<file path="src/rtl/core/assert_macros.svh">
// Assertion helpers used by the converter core to check its own logic.
`ifndef ASSERT_MACROS_SVH
`define ASSERT_MACROS_SVH

// Check that a condition implies another in the same cycle.
`define ASSERT_SAME(lbl, clk, rstn, ante, cons, msg) \
  lbl: assert property (@(posedge clk) disable iff (!(rstn)) (ante) |-> (cons)) \
    else $error(msg);

// Check that a condition implies another in the next cycle.
`define ASSERT_NEXT(lbl, clk, rstn, ante, cons, msg) \
  lbl: assert property (@(posedge clk) disable iff (!(rstn)) (ante) |=> (cons)) \
    else $error(msg);

`endif

</file>
<file path="src/rtl/core/m2mec_pkg.sv">
`default_nettype none
package m2mec_pkg;

  // Sizes
  localparam int CHANNEL_COUNT        = 16;
  localparam int CH_W                 = 4;
  localparam int DELAY_BYTES_MAX_DEF  = 4;
  localparam int DELAY_W_MAX          = 28;
  localparam int QUEUE_DEPTH          = 2;

  // MUS event types
  localparam logic [2:0] MUS_RELEASE = 3'd0;
  localparam logic [2:0] MUS_PLAY    = 3'd1;
  localparam logic [2:0] MUS_PITCH   = 3'd2;
  localparam logic [2:0] MUS_SYSTEM  = 3'd3;
  localparam logic [2:0] MUS_CTRL    = 3'd4;
  localparam logic [2:0] MUS_BAD_A   = 3'd5;
  localparam logic [2:0] MUS_END     = 3'd6;
  localparam logic [2:0] MUS_BAD_B   = 3'd7;

  // MIDI bytes
  localparam logic [3:0] MIDI_NOTE_OFF = 4'h8;
  localparam logic [3:0] MIDI_NOTE_ON  = 4'h9;
  localparam logic [3:0] MIDI_CTRL     = 4'hB;
  localparam logic [3:0] MIDI_PROGRAM  = 4'hC;
  localparam logic [3:0] MIDI_PITCH    = 4'hE;
  localparam logic [7:0] MIDI_META     = 8'hFF;
  localparam logic [7:0] META_END      = 8'h2F;
  localparam logic [7:0] CC_VOLUME     = 8'h07;
  localparam logic [7:0] VOLUME_MAX    = 8'd127;
  localparam logic [7:0] OFF_VELOCITY  = 8'h40;
  localparam logic [7:0] VOLUME_RESET  = 8'd64;
  localparam logic [7:0] SYS_MONO      = 8'd12;
  localparam logic [7:0] CTRL_LIMIT    = 8'd15;

  localparam logic [CH_W-1:0] MUS_PERC_CH  = 4'd15;
  localparam logic [CH_W-1:0] MIDI_PERC_CH = 4'd9;

  // Error codes
  localparam logic [1:0] ERR_NONE = 2'd0;
  localparam logic [1:0] ERR_TYPE = 2'd1;
  localparam logic [1:0] ERR_CTRL = 2'd2;

  typedef enum logic [1:0] {
    PH_EVENT,
    PH_DATA1,
    PH_DATA2,
    PH_DELAY
  } phase_e;

  typedef enum logic [1:0] {
    JOB_EVENT,
    JOB_ERR_TYPE,
    JOB_ERR_CTRL
  } job_kind_e;

  typedef enum logic [2:0] {
    ST_IDLE,
    ST_DELAY,
    ST_VOL,
    ST_EVT,
    ST_ERR
  } stage_e;

  // One classified event handed from front to back
  typedef struct packed {
    job_kind_e        kind;
    logic             new_chan;
    logic [CH_W-1:0]  vol_chan;
    logic [7:0]       status;
    logic [7:0]       b1;
    logic [7:0]       b2;
    logic             three;
  } job_t;

  // MUS controller number to MIDI controller number
  function automatic logic [7:0] ctrl_lookup(input logic [7:0] idx);
    logic [7:0] r;
    unique case (idx)
      8'd0:    r = 8'h00;
      8'd1:    r = 8'h00;
      8'd2:    r = 8'h01;
      8'd3:    r = 8'h07;
      8'd4:    r = 8'h0A;
      8'd5:    r = 8'h0B;
      8'd6:    r = 8'h5B;
      8'd7:    r = 8'h5D;
      8'd8:    r = 8'h40;
      8'd9:    r = 8'h43;
      8'd10:   r = 8'h78;
      8'd11:   r = 8'h7B;
      8'd12:   r = 8'h7E;
      8'd13:   r = 8'h7F;
      8'd14:   r = 8'h79;
      default: r = 8'h00;
    endcase
    return r;
  endfunction

endpackage
`default_nettype wire

</file>
<file path="src/rtl/core/mus_to_midi_event_converter_core.sv">
// MUS score bytes in, MIDI track event bytes out. A front parser takes one
// score byte per cycle whenever its two-entry event queue has room, tracks
// the channel map, note volumes and pending delay, and queues each finished
// event. A back sequencer emits one MIDI byte per cycle from the queue
// whenever its output register is empty or popped: the delta (1 to 4 bytes),
// a volume message on a channel's first use (4 bytes) and the event (2 or 3
// bytes), so each event comes out as 3 to 11 bytes. An idle sequencer first
// loads a queued event into its job register. Errors come out as one zero
// byte with an error code and last_of_run set. No clearing pass runs after
// reset. Configuration must be written while idle; the block has no guard.
`default_nettype none
`include "assert_macros.svh"
module mus_to_midi_event_converter_core import m2mec_pkg::*; #(
  parameter int DelayBytesMax = DELAY_BYTES_MAX_DEF
) (
  input  wire logic       clk_i,
  input  wire logic       rst_ni,
  input  wire logic       push,
  output logic            full,
  input  wire logic [7:0] score_byte_i,
  output logic            empty,
  input  wire logic       pop,
  output logic [7:0]      midi_byte_o,
  output logic            last_of_run_o,
  output logic [1:0]      error_code_o,
  input  wire logic       cfg_valid_i,
  output logic            cfg_ready_o,
  input  wire logic [3:0] mus_channel_count_i
);

  localparam int DelayW = (7 * DelayBytesMax > DELAY_W_MAX) ? DELAY_W_MAX : 7 * DelayBytesMax;
  localparam int QW     = DelayW + $bits(job_t);

  logic              q_ready, q_push, q_valid, q_pop;
  job_t              f_job, b_job;
  logic [DelayW-1:0] f_delay, b_delay;
  logic [QW-1:0]     q_rdata;

  assign cfg_ready_o = 1'b1;

  m2mec_front #(.DelayBytesMax(DelayBytesMax)) u_front (
    .clk_i               (clk_i),
    .rst_ni              (rst_ni),
    .push_i              (push),
    .score_byte_i        (score_byte_i),
    .ready_i             (q_ready),
    .cfg_valid_i         (cfg_valid_i),
    .mus_channel_count_i (mus_channel_count_i),
    .full_o              (full),
    .job_valid_o         (q_push),
    .job_o               (f_job),
    .job_delay_o         (f_delay)
  );

  m2mec_queue #(.Width(QW)) u_queue (
    .clk_i   (clk_i),
    .rst_ni  (rst_ni),
    .push_i  (q_push),
    .wdata_i ({f_delay, f_job}),
    .ready_o (q_ready),
    .pop_i   (q_pop),
    .valid_o (q_valid),
    .rdata_o (q_rdata)
  );

  assign b_delay = q_rdata[QW-1 -: DelayW];
  assign b_job   = q_rdata[$bits(job_t)-1:0];

  m2mec_back #(.DelayBytesMax(DelayBytesMax)) u_back (
    .clk_i         (clk_i),
    .rst_ni        (rst_ni),
    .job_valid_i   (q_valid),
    .job_i         (b_job),
    .job_delay_i   (b_delay),
    .job_pop_o     (q_pop),
    .pop_i         (pop),
    .empty_o       (empty),
    .midi_byte_o   (midi_byte_o),
    .last_of_run_o (last_of_run_o),
    .error_code_o  (error_code_o)
  );

  // Error results are single zero bytes that close their run
  `ASSERT_SAME(a_err_last, clk_i, rst_ni, !empty && (error_code_o != ERR_NONE), last_of_run_o && (midi_byte_o == 8'd0), "error result not a closing zero byte")
  // The front never queues an event without room
  `ASSERT_SAME(a_q_room, clk_i, rst_ni, q_push, q_ready, "event queued while queue full")
  // No undefined error code reaches the output
  `ASSERT_SAME(a_err_code, clk_i, rst_ni, !empty, error_code_o <= ERR_CTRL, "undefined error code")
  // A popped queue entry always sets the sequencer going
  `ASSERT_NEXT(a_pop_fills, clk_i, rst_ni, q_pop && q_valid, u_back.st_q != ST_IDLE, "queued event not taken up")

endmodule
`default_nettype wire

</file>
<file path="src/rtl/core/m2mec_queue.sv">
`default_nettype none
module m2mec_queue import m2mec_pkg::*; #(
  parameter int Width = 8
) (
  input  wire logic             clk_i,
  input  wire logic             rst_ni,
  input  wire logic             push_i,
  input  wire logic [Width-1:0] wdata_i,
  output logic                  ready_o,
  input  wire logic             pop_i,
  output logic                  valid_o,
  output logic [Width-1:0]      rdata_o
);

  localparam int PtrW = (QUEUE_DEPTH > 1) ? $clog2(QUEUE_DEPTH) : 1;
  localparam int CntW = $clog2(QUEUE_DEPTH + 1);

  logic [Width-1:0] mem_q [QUEUE_DEPTH];
  logic [PtrW-1:0]  wr_ptr_q, rd_ptr_q;
  logic [CntW-1:0]  count_q;
  logic             do_push, do_pop;

  assign ready_o = (count_q != CntW'(QUEUE_DEPTH));
  assign valid_o = (count_q != '0);
  assign rdata_o = mem_q[rd_ptr_q];
  assign do_push = push_i && ready_o;
  assign do_pop  = pop_i && valid_o;

  // Store an item
  always_ff @(posedge clk_i) begin
    if (do_push) begin
      mem_q[wr_ptr_q] <= wdata_i;
    end
  end

  // Advance pointers and count
  always_ff @(posedge clk_i or negedge rst_ni) begin
    if (!rst_ni) begin
      wr_ptr_q <= '0;
      rd_ptr_q <= '0;
      count_q  <= '0;
    end else begin
      if (do_push) begin
        wr_ptr_q <= (wr_ptr_q == PtrW'(QUEUE_DEPTH - 1)) ? '0 : wr_ptr_q + 1'b1;
      end
      if (do_pop) begin
        rd_ptr_q <= (rd_ptr_q == PtrW'(QUEUE_DEPTH - 1)) ? '0 : rd_ptr_q + 1'b1;
      end
      if (do_push && !do_pop) begin
        count_q <= count_q + 1'b1;
      end else if (do_pop && !do_push) begin
        count_q <= count_q - 1'b1;
      end
    end
  end

endmodule
`default_nettype wire

</file>
<file path="src/rtl/core/m2mec_front.sv">
`default_nettype none
module m2mec_front import m2mec_pkg::*; #(
  parameter int DelayBytesMax = DELAY_BYTES_MAX_DEF
) (
  input  wire logic        clk_i,
  input  wire logic        rst_ni,
  input  wire logic        push_i,
  input  wire logic [7:0]  score_byte_i,
  input  wire logic        ready_i,
  input  wire logic        cfg_valid_i,
  input  wire logic [3:0]  mus_channel_count_i,
  output logic             full_o,
  output logic             job_valid_o,
  output job_t             job_o,
  output logic [((7*DelayBytesMax > DELAY_W_MAX) ? DELAY_W_MAX : 7*DelayBytesMax)-1:0]
                           job_delay_o
);

  localparam int DelayW = (7 * DelayBytesMax > DELAY_W_MAX) ? DELAY_W_MAX : 7 * DelayBytesMax;

  phase_e            phase_q, phase_d;
  logic [7:0]        held_event_q, held_event_d;
  logic [7:0]        held_d1_q, held_d1_d;
  logic [4:0]        map_q [CHANNEL_COUNT];
  logic [7:0]        vol_q [CHANNEL_COUNT];
  logic [4:0]        next_free_q, next_free_d;
  logic [DelayW-1:0] delay_q, delay_d;
  logic [3:0]        chan_count_q;

  logic              accept;
  logic              do_emit;
  logic [7:0]        ev_s, d1_s, sec_s;
  logic [2:0]        type_s;
  logic [CH_W-1:0]   ch_s, m_s;
  logic              unmapped;
  logic              map_we, vol_we;
  logic [4:0]        nf_inc;
  logic [DelayW+6:0] acc;

  assign accept = push_i && ready_i;
  assign full_o = !ready_i;

  // Pick the event, first data and second data for an event that completes now
  always_comb begin
    ev_s  = held_event_q;
    d1_s  = held_d1_q;
    sec_s = 8'd0;
    unique case (phase_q)
      PH_EVENT: ev_s  = score_byte_i;
      PH_DATA1: d1_s  = score_byte_i;
      PH_DATA2: sec_s = score_byte_i;
      PH_DELAY: ;
    endcase
  end

  assign type_s   = ev_s[6:4];
  assign ch_s     = ev_s[3:0];
  assign unmapped = map_q[ch_s][4];
  assign m_s      = unmapped ? next_free_q[CH_W-1:0] : map_q[ch_s][CH_W-1:0];
  assign nf_inc   = next_free_q + 5'd1;
  assign acc      = {delay_q, score_byte_i[6:0]};

  // Parse the byte, update the phase and build the job
  always_comb begin
    phase_d      = phase_q;
    held_event_d = held_event_q;
    held_d1_d    = held_d1_q;
    next_free_d  = next_free_q;
    delay_d      = delay_q;
    do_emit      = 1'b0;
    job_valid_o  = 1'b0;
    job_o        = '0;
    job_o.kind   = JOB_EVENT;
    map_we       = 1'b0;
    vol_we       = 1'b0;

    if (accept) begin
      unique case (phase_q)
        PH_DELAY: begin
          // Accumulate and saturate the delay
          delay_d = (acc[DelayW+6:DelayW] != '0) ? '1 : acc[DelayW-1:0];
          if (!score_byte_i[7]) begin
            phase_d = PH_EVENT;
          end
        end
        PH_EVENT: begin
          if (type_s == MUS_BAD_A || type_s == MUS_BAD_B) begin
            job_valid_o = 1'b1;
            job_o.kind  = JOB_ERR_TYPE;
          end else begin
            held_event_d = score_byte_i;
            if (type_s == MUS_END) begin
              do_emit = 1'b1;
            end else begin
              phase_d = PH_DATA1;
            end
          end
        end
        PH_DATA1: begin
          held_d1_d = score_byte_i;
          if (type_s == MUS_PLAY) begin
            if (score_byte_i[7]) begin
              phase_d = PH_DATA2;
            end else begin
              do_emit = 1'b1;
            end
          end else if (type_s == MUS_SYSTEM || type_s == MUS_CTRL) begin
            if (type_s == MUS_CTRL && score_byte_i == 8'd0) begin
              phase_d = PH_DATA2;
            end else if (score_byte_i >= CTRL_LIMIT) begin
              job_valid_o = 1'b1;
              job_o.kind  = JOB_ERR_CTRL;
              phase_d     = PH_EVENT;
            end else begin
              phase_d = PH_DATA2;
            end
          end else begin
            do_emit = 1'b1;
          end
        end
        PH_DATA2: do_emit = 1'b1;
      endcase
    end

    // Complete an event: allocate the channel and form the MIDI message
    if (do_emit) begin
      job_valid_o    = 1'b1;
      job_o.kind     = JOB_EVENT;
      job_o.new_chan = unmapped;
      job_o.vol_chan = next_free_q[CH_W-1:0];
      job_o.three    = 1'b1;
      delay_d        = '0;
      phase_d        = ev_s[7] ? PH_DELAY : PH_EVENT;
      if (unmapped) begin
        map_we      = 1'b1;
        next_free_d = (nf_inc == 5'({1'b0, MIDI_PERC_CH})) ? nf_inc + 5'd1 : nf_inc;
      end
      case (type_s)
        MUS_RELEASE: begin
          job_o.status = {MIDI_NOTE_OFF, m_s};
          job_o.b1     = d1_s;
          job_o.b2     = OFF_VELOCITY;
        end
        MUS_PLAY: begin
          vol_we       = d1_s[7];
          job_o.status = {MIDI_NOTE_ON, m_s};
          job_o.b1     = {1'b0, d1_s[6:0]};
          job_o.b2     = d1_s[7] ? sec_s : vol_q[m_s];
        end
        MUS_PITCH: begin
          job_o.status = {MIDI_PITCH, m_s};
          job_o.b1     = {1'b0, d1_s[0], 6'd0};
          job_o.b2     = {1'b0, d1_s[7:1]};
        end
        MUS_SYSTEM: begin
          job_o.status = {MIDI_CTRL, m_s};
          job_o.b1     = ctrl_lookup(d1_s);
          job_o.b2     = (sec_s == SYS_MONO) ? {4'd0, chan_count_q} + 8'd1 : 8'd0;
        end
        MUS_CTRL: begin
          if (d1_s == 8'd0) begin
            job_o.status = {MIDI_PROGRAM, m_s};
            job_o.b1     = sec_s;
            job_o.b2     = 8'd0;
            job_o.three  = 1'b0;
          end else begin
            job_o.status = {MIDI_CTRL, m_s};
            job_o.b1     = ctrl_lookup(d1_s);
            job_o.b2     = sec_s;
          end
        end
        default: begin
          job_o.status = MIDI_META;
          job_o.b1     = META_END;
          job_o.b2     = 8'd0;
        end
      endcase
    end
  end

  assign job_delay_o = delay_q;

  // Hold parse state
  always_ff @(posedge clk_i or negedge rst_ni) begin
    if (!rst_ni) begin
      phase_q      <= PH_EVENT;
      held_event_q <= 8'd0;
      held_d1_q    <= 8'd0;
      next_free_q  <= 5'd0;
      delay_q      <= '0;
      chan_count_q <= 4'd0;
    end else begin
      phase_q      <= phase_d;
      held_event_q <= held_event_d;
      held_d1_q    <= held_d1_d;
      next_free_q  <= next_free_d;
      delay_q      <= delay_d;
      if (cfg_valid_i) begin
        chan_count_q <= mus_channel_count_i;
      end
    end
  end

  // Hold channel map and note volumes
  always_ff @(posedge clk_i or negedge rst_ni) begin
    if (!rst_ni) begin
      for (int i = 0; i < CHANNEL_COUNT; i++) begin
        map_q[i] <= 5'h10;
        vol_q[i] <= VOLUME_RESET;
      end
      map_q[MUS_PERC_CH] <= {1'b0, MIDI_PERC_CH};
    end else begin
      if (map_we) begin
        map_q[ch_s] <= {1'b0, next_free_q[CH_W-1:0]};
      end
      if (vol_we) begin
        vol_q[m_s] <= sec_s;
      end
    end
  end

endmodule
`default_nettype wire

</file>
<file path="src/rtl/core/m2mec_back.sv">
`default_nettype none
module m2mec_back import m2mec_pkg::*; #(
  parameter int DelayBytesMax = DELAY_BYTES_MAX_DEF
) (
  input  wire logic        clk_i,
  input  wire logic        rst_ni,
  input  wire logic        job_valid_i,
  input  wire job_t        job_i,
  input  wire logic [((7*DelayBytesMax > DELAY_W_MAX) ? DELAY_W_MAX : 7*DelayBytesMax)-1:0]
                           job_delay_i,
  output logic             job_pop_o,
  input  wire logic        pop_i,
  output logic             empty_o,
  output logic [7:0]       midi_byte_o,
  output logic             last_of_run_o,
  output logic [1:0]       error_code_o
);

  localparam int DelayW = (7 * DelayBytesMax > DELAY_W_MAX) ? DELAY_W_MAX : 7 * DelayBytesMax;
  localparam int Groups = (DelayW + 6) / 7;
  localparam int GrpW   = (Groups > 1) ? $clog2(Groups) : 1;
  localparam int PadW   = 7 * (2 ** GrpW);

  stage_e            st_q, st_d;
  job_t              job_q, job_d;
  logic [DelayW-1:0] delay_q, delay_d;
  logic [GrpW-1:0]   grp_q, grp_d;
  logic [1:0]        pos_q, pos_d;
  logic              out_valid_q, out_valid_d;
  logic [7:0]        out_byte_q, out_byte_d;
  logic              out_last_q, out_last_d;
  logic [1:0]        out_err_q, out_err_d;

  logic [PadW-1:0]   pad_in, pad_cur;
  logic [GrpW-1:0]   top_grp;
  logic              out_ready, emit, load;
  logic [7:0]        cur_byte;
  logic              cur_last;
  logic [1:0]        cur_err;

  assign pad_in  = {{(PadW - DelayW){1'b0}}, job_delay_i};
  assign pad_cur = {{(PadW - DelayW){1'b0}}, delay_q};

  // Find the highest nonzero 7-bit delay group
  always_comb begin
    top_grp = '0;
    for (int g = 1; g < 2 ** GrpW; g++) begin
      if (pad_in[7*g +: 7] != 7'd0) begin
        top_grp = GrpW'(g);
      end
    end
  end

  // Select the byte of the current step
  always_comb begin
    cur_byte = 8'd0;
    cur_last = 1'b0;
    cur_err  = ERR_NONE;
    unique case (st_q)
      ST_IDLE: ;
      ST_DELAY: cur_byte = {grp_q != '0, pad_cur[7*grp_q +: 7]};
      ST_VOL: begin
        unique case (pos_q)
          2'd0: cur_byte = {MIDI_CTRL, job_q.vol_chan};
          2'd1: cur_byte = CC_VOLUME;
          2'd2: cur_byte = VOLUME_MAX;
          2'd3: cur_byte = 8'd0;
        endcase
      end
      ST_EVT: begin
        unique case (pos_q)
          2'd0:    cur_byte = job_q.status;
          2'd1:    cur_byte = job_q.b1;
          default: cur_byte = job_q.b2;
        endcase
        cur_last = (pos_q == (job_q.three ? 2'd2 : 2'd1));
      end
      ST_ERR: begin
        cur_last = 1'b1;
        cur_err  = (job_q.kind == JOB_ERR_TYPE) ? ERR_TYPE : ERR_CTRL;
      end
      default: ;
    endcase
  end

  assign out_ready = !out_valid_q || pop_i;
  assign emit      = (st_q != ST_IDLE) && out_ready;
  assign load      = (st_q == ST_IDLE) || (emit && cur_last);
  assign job_pop_o = load && job_valid_i;

  // Sequence the bytes of a job and take the next job after the last one
  always_comb begin
    st_d    = st_q;
    job_d   = job_q;
    delay_d = delay_q;
    grp_d   = grp_q;
    pos_d   = pos_q;
    if (load) begin
      if (job_valid_i) begin
        job_d   = job_i;
        delay_d = job_delay_i;
        grp_d   = top_grp;
        pos_d   = 2'd0;
        st_d    = (job_i.kind == JOB_EVENT) ? ST_DELAY : ST_ERR;
      end else begin
        st_d = ST_IDLE;
      end
    end else if (emit) begin
      unique case (st_q)
        ST_DELAY: begin
          if (grp_q == '0) begin
            st_d = job_q.new_chan ? ST_VOL : ST_EVT;
          end else begin
            grp_d = grp_q - 1'b1;
          end
        end
        ST_VOL: begin
          pos_d = pos_q + 2'd1;
          if (pos_q == 2'd3) begin
            st_d = ST_EVT;
          end
        end
        ST_EVT: pos_d = pos_q + 2'd1;
        default: ;
      endcase
    end
  end

  // Fill or drain the output register
  always_comb begin
    out_valid_d = out_valid_q;
    out_byte_d  = out_byte_q;
    out_last_d  = out_last_q;
    out_err_d   = out_err_q;
    if (emit) begin
      out_valid_d = 1'b1;
      out_byte_d  = cur_byte;
      out_last_d  = cur_last;
      out_err_d   = cur_err;
    end else if (pop_i) begin
      out_valid_d = 1'b0;
    end
  end

  always_ff @(posedge clk_i or negedge rst_ni) begin
    if (!rst_ni) begin
      st_q        <= ST_IDLE;
      out_valid_q <= 1'b0;
    end else begin
      st_q        <= st_d;
      out_valid_q <= out_valid_d;
    end
  end

  always_ff @(posedge clk_i) begin
    job_q      <= job_d;
    delay_q    <= delay_d;
    grp_q      <= grp_d;
    pos_q      <= pos_d;
    out_byte_q <= out_byte_d;
    out_last_q <= out_last_d;
    out_err_q  <= out_err_d;
  end

  assign empty_o       = !out_valid_q;
  assign midi_byte_o   = out_byte_q;
  assign last_of_run_o = out_last_q;
  assign error_code_o  = out_err_q;

endmodule
`default_nettype wire
</file>
<file path="config.mk">
export PLATFORM = sky130hd
export DESIGN_NAME = mus_to_midi_event_converter_core
export DESIGN_NICKNAME = d
export VERILOG_FILES = /design/src/rtl/core/m2mec_pkg.sv /design/src/rtl/core/mus_to_midi_event_converter_core.sv /design/src/rtl/core/m2mec_queue.sv /design/src/rtl/core/m2mec_front.sv /design/src/rtl/core/m2mec_back.sv
export VERILOG_INCLUDE_DIRS = /design/src /design/src/rtl/core
export SDC_FILE = /design/constraint.sdc
export NUM_CORES = 1
export LEC_CHECK = 0
export ABC_CLOCK_PERIOD_IN_PS = 6200
export BUFFER_PORTS_ARGS = -buffer_cell sky130_fd_sc_hd__buf_2
export CORE_UTILIZATION = 60
export DETAILED_ROUTE_END_ITERATION = 12
export HOLD_SLACK_MARGIN = 0.08
export PLACE_DENSITY = 0.76
export SYNTH_ARGS = -nofsm -noshare
export SYNTH_HDL_FRONTEND = slang
export SYNTH_SLANG_ARGS = --single-unit
</file>
<file path="constraint.sdc">
create_clock -name clk_i -period 6.2 [get_ports clk_i]
set_input_delay 1.24 -clock clk_i [delete_from_list [all_inputs] [get_ports clk_i]]
set_output_delay 1.24 -clock clk_i [all_outputs]
set_load 0.05 [all_outputs]
</file>
==> impl_metrics.json <==
{
  "htree_levels": 2,
  "synthFlopType": "dfrtp_1",
  "synth-async-reset-ratio": 0.581,
  "stdcell_area_um2": 23200,
  "rr_startpoint": "u_front.phase_q[0]",
  "reg2reg_slack_ps": 740,
  "fill_cells": 2439,
  "skew_ps": 14.1,
  "layout_commonest_cell": "dfrtp_1",
  "dp_cells": 2100,
  "grt.overflow.total": 0,
  "clk_path_buf_depth": 3,
  "port_buffers": 29,
  "place_hpwl_mm": 31.6,
  "die_h_um": 190,
  "routed_via_density": 6.30,
  "antenna_found_initial": 0,
  "routedWlPerCell_um": 22.3,
  "min_period_ps": 5460,
  "ff2ff_path_depth": 10,
  "vdd_drop_max_uv": 388,
  "hold_viol_final": 0,
  "p_per_area_nw_per_um2": 519,
  "floorplan.initialDensity": 0.614,
  "synth_compound_area_frac": 0.0764,
  "endpoint": "u_front.vol_q[50]",
  "place_area_um2": 21700,
  "layout_common_cells": "dfrtp_1 (236), nand2_1 (230), mux2_2 (215)",
  "wl_met2_mm": 23.3,
  "maxCapViolCount": 0,
  "p_leak_nw": 9.52,
  "wl_mm": 48.9,
  "multi_input_area_um2": 8070,
  "ios": 31,
  "fin_nets": 1725,
  "syn_inst": 1707,
  "muxShareOfSynthArea": 0.169,
  "synth-seq-cells": 465,
  "dieWidth_um": 190,
  "drtPass1Iterations": 5,
  "setup_viol": 0,
  "vias": 13800,
  "top_layer": "met4",
  "ys_types": 82,
  "drc": 0,
  "ys_seq_area_frac": 0.594,
  "route.met3.wl_mm": 3.28,
  "holdWs_ps": 369,
  "grt_pass1_vias": 13700,
  "row_count": 68,
  "setup_tns_ps": 0,
  "grt.total_usage": 0.278,
  "finalPower_mw": 12.1,
  "rsz0062_at_grt": "no",
  "dieArea_um2": 36300,
  "period_share": 0.880,
  "cts_buffers": 48,
  "stdcell_count": 2190,
  "fmax_mhz": 183,
  "core_area_um2": 34700,
  "cts_resized": 0,
  "antenna_cells": 0,
  "max_slew_margin": 0.247,
  "clk_latency_ps": 590,
  "drt_iter0_drc": 1110,
  "drv_slew": 0,
  "drive_above_1_share": 0.254,
  "synthSimpleGateAreaFrac": 0.120,
  "syn-num-nets": 1737,
  "netlist_area_um2": 21300,
  "avgSynthCellArea_um2": 12.5,
  "cts-root-buf": "clkbuf_16",
  "grt_pass1_wl_mm": 77.2,
  "status": "complete, no violations",
  "clock-sinks": 465,
  "synthAdderAreaFrac": 0.00763,
  "register_area_um2": 12700,
  "crit_fanout": 40,
  "crit_start": "u_front.phase_q[0]",
  "ant_nets": 0,
  "worst_setup_path_end_kind": "flop",
  "postCtsSetupBuffers": 0,
  "cp.required_ps": 6670,
  "crit_arrival_ps": 5920,
  "postCtsHoldBufs": 0,
  "grt_max_degree": 118,
  "synth-xor-area-share": 0.00452,
  "cts_tree": "done",
  "max_slew.worst_pin.slew_ps": 1100,
  "place_congestion": 0.867,
  "regToRegEndpoint": "u_front.vol_q[50]",
  "criticalPathCategory": "flop to flop",
  "start_kind": "flop",
  "cts.clk_slew.worst_paths_ps": 60,
  "synth-edff-count": 195,
  "synth_top_family_by_area": "multiplexers",
  "min_path_type": "flop to flop",
  "area_growth_pct": 8.99,
  "yosys_warnings": 0,
  "met1Wirelength_mm": 20.4
}
## layer usage
metal / global-route usage / up-vias
met5: 0 / -
met4: 0.117 / 0
met3: 0.0530 / 127
met2: 0.439 / 518
met1: 0.379 / 6967
li1: - / 6192
## where the power goes
part	switching, mW	internal (mW)	total, mW
clock	1.19	1.61	2.80
sequential	0.430	4.17	4.60
combinational	3.17	1.49	4.66
## per-stage QoR
stage,util,setup slack (ps)
floorplan,-,1130
global placement,0.625,598
detailed placement,0.625,477
CTS,0.669,800
global route,0.669,430
finish,0.669,742
## kinds of logic (layout without fill, tap and decap cells)
kind of cell             after synthesis  count (layout)
AND/OR/NAND/NOR                      529             529
flip-flops                           465             465
multiplexers                         307             307
AO/OA/AOI/OAI                        250             250
buffers and inverters                131             159
adder cells (fa/ha/maj)               13              13
XOR/XNOR                              11              11
other                                  1               1
## cell usage after synthesis (all sizes together) (14+ instances only)
library cell / number / area [um2]
a211oi: 15 / 113
a32oi: 19 / 166
inv: 22 / 82.6
mux2: 249 / 2930
nor3: 15 / 80.1
buf: 37 / 259
edfxtp: 195 / 5860
clkbuf: 71 / 267
nand2: 233 / 882
mux2i: 51 / 527
dfrtp: 237 / 5930
dfstp: 33 / 867
nand4: 22 / 168
o21ai: 58 / 290
a22oi: 14 / 105
a31oi: 14 / 124
nand3: 67 / 335
nor2: 99 / 447
and2: 27 / 169
a21oi: 70 / 350
## flip-flops by register name, summed over array words and instances, names as in the netlist, 3 cells and up
signal / count
u_back.midi_byte_o: 8
u_front.held_event_q: 8
u_front.map_q: 79
u_front.held_d1_q: 8
u_queue.mem_q: 120
u_front.next_free_q: 5
u_front.vol_q: 128
u_back.st_q: 3
u_back.delay_q: 28
u_back.job_q: 32
u_front.chan_count_q: 4
u_front.job_delay_o: 28
## worst max-delay path, cell delays in order (launching register included)
cell and delay (ps):
dfrtp_1 670, or2_1 680, mux2i_4 510, nor2_1 220
a222oi_1 680, and3_1 590, mux2_2 700, buf_12 320
nand4_4 220, nor2_4 350, mux2_2 380
## layout make-up
class                   count  area share
clock inverters            16     0.00684
repair buffers             46      0.0138
inverters                  23     0.00372
well taps                 455      0.0245
clock buffers              74      0.0589
multi-input cells        1111       0.348
flip-flops and latches    465       0.545
## how the worst min path moves through the flow
stage                      from               end  slack [ps]  cells after the start
2_1_floorplan  u_front.map_q[0]  u_front.map_q[0]         430                      1
3_3_place_gp   u_front.map_q[0]  u_front.map_q[0]         360                      0
3_5_place_dp   u_front.map_q[3]  u_front.map_q[3]         360                      0
4_1_cts        u_front.map_q[3]  u_front.map_q[3]         370                      0
5_1_grt        u_front.map_q[3]  u_front.map_q[3]         380                      0
6_report       u_front.map_q[3]  u_front.map_q[3]         370                      0
Power figures use the tool's default switching activity.
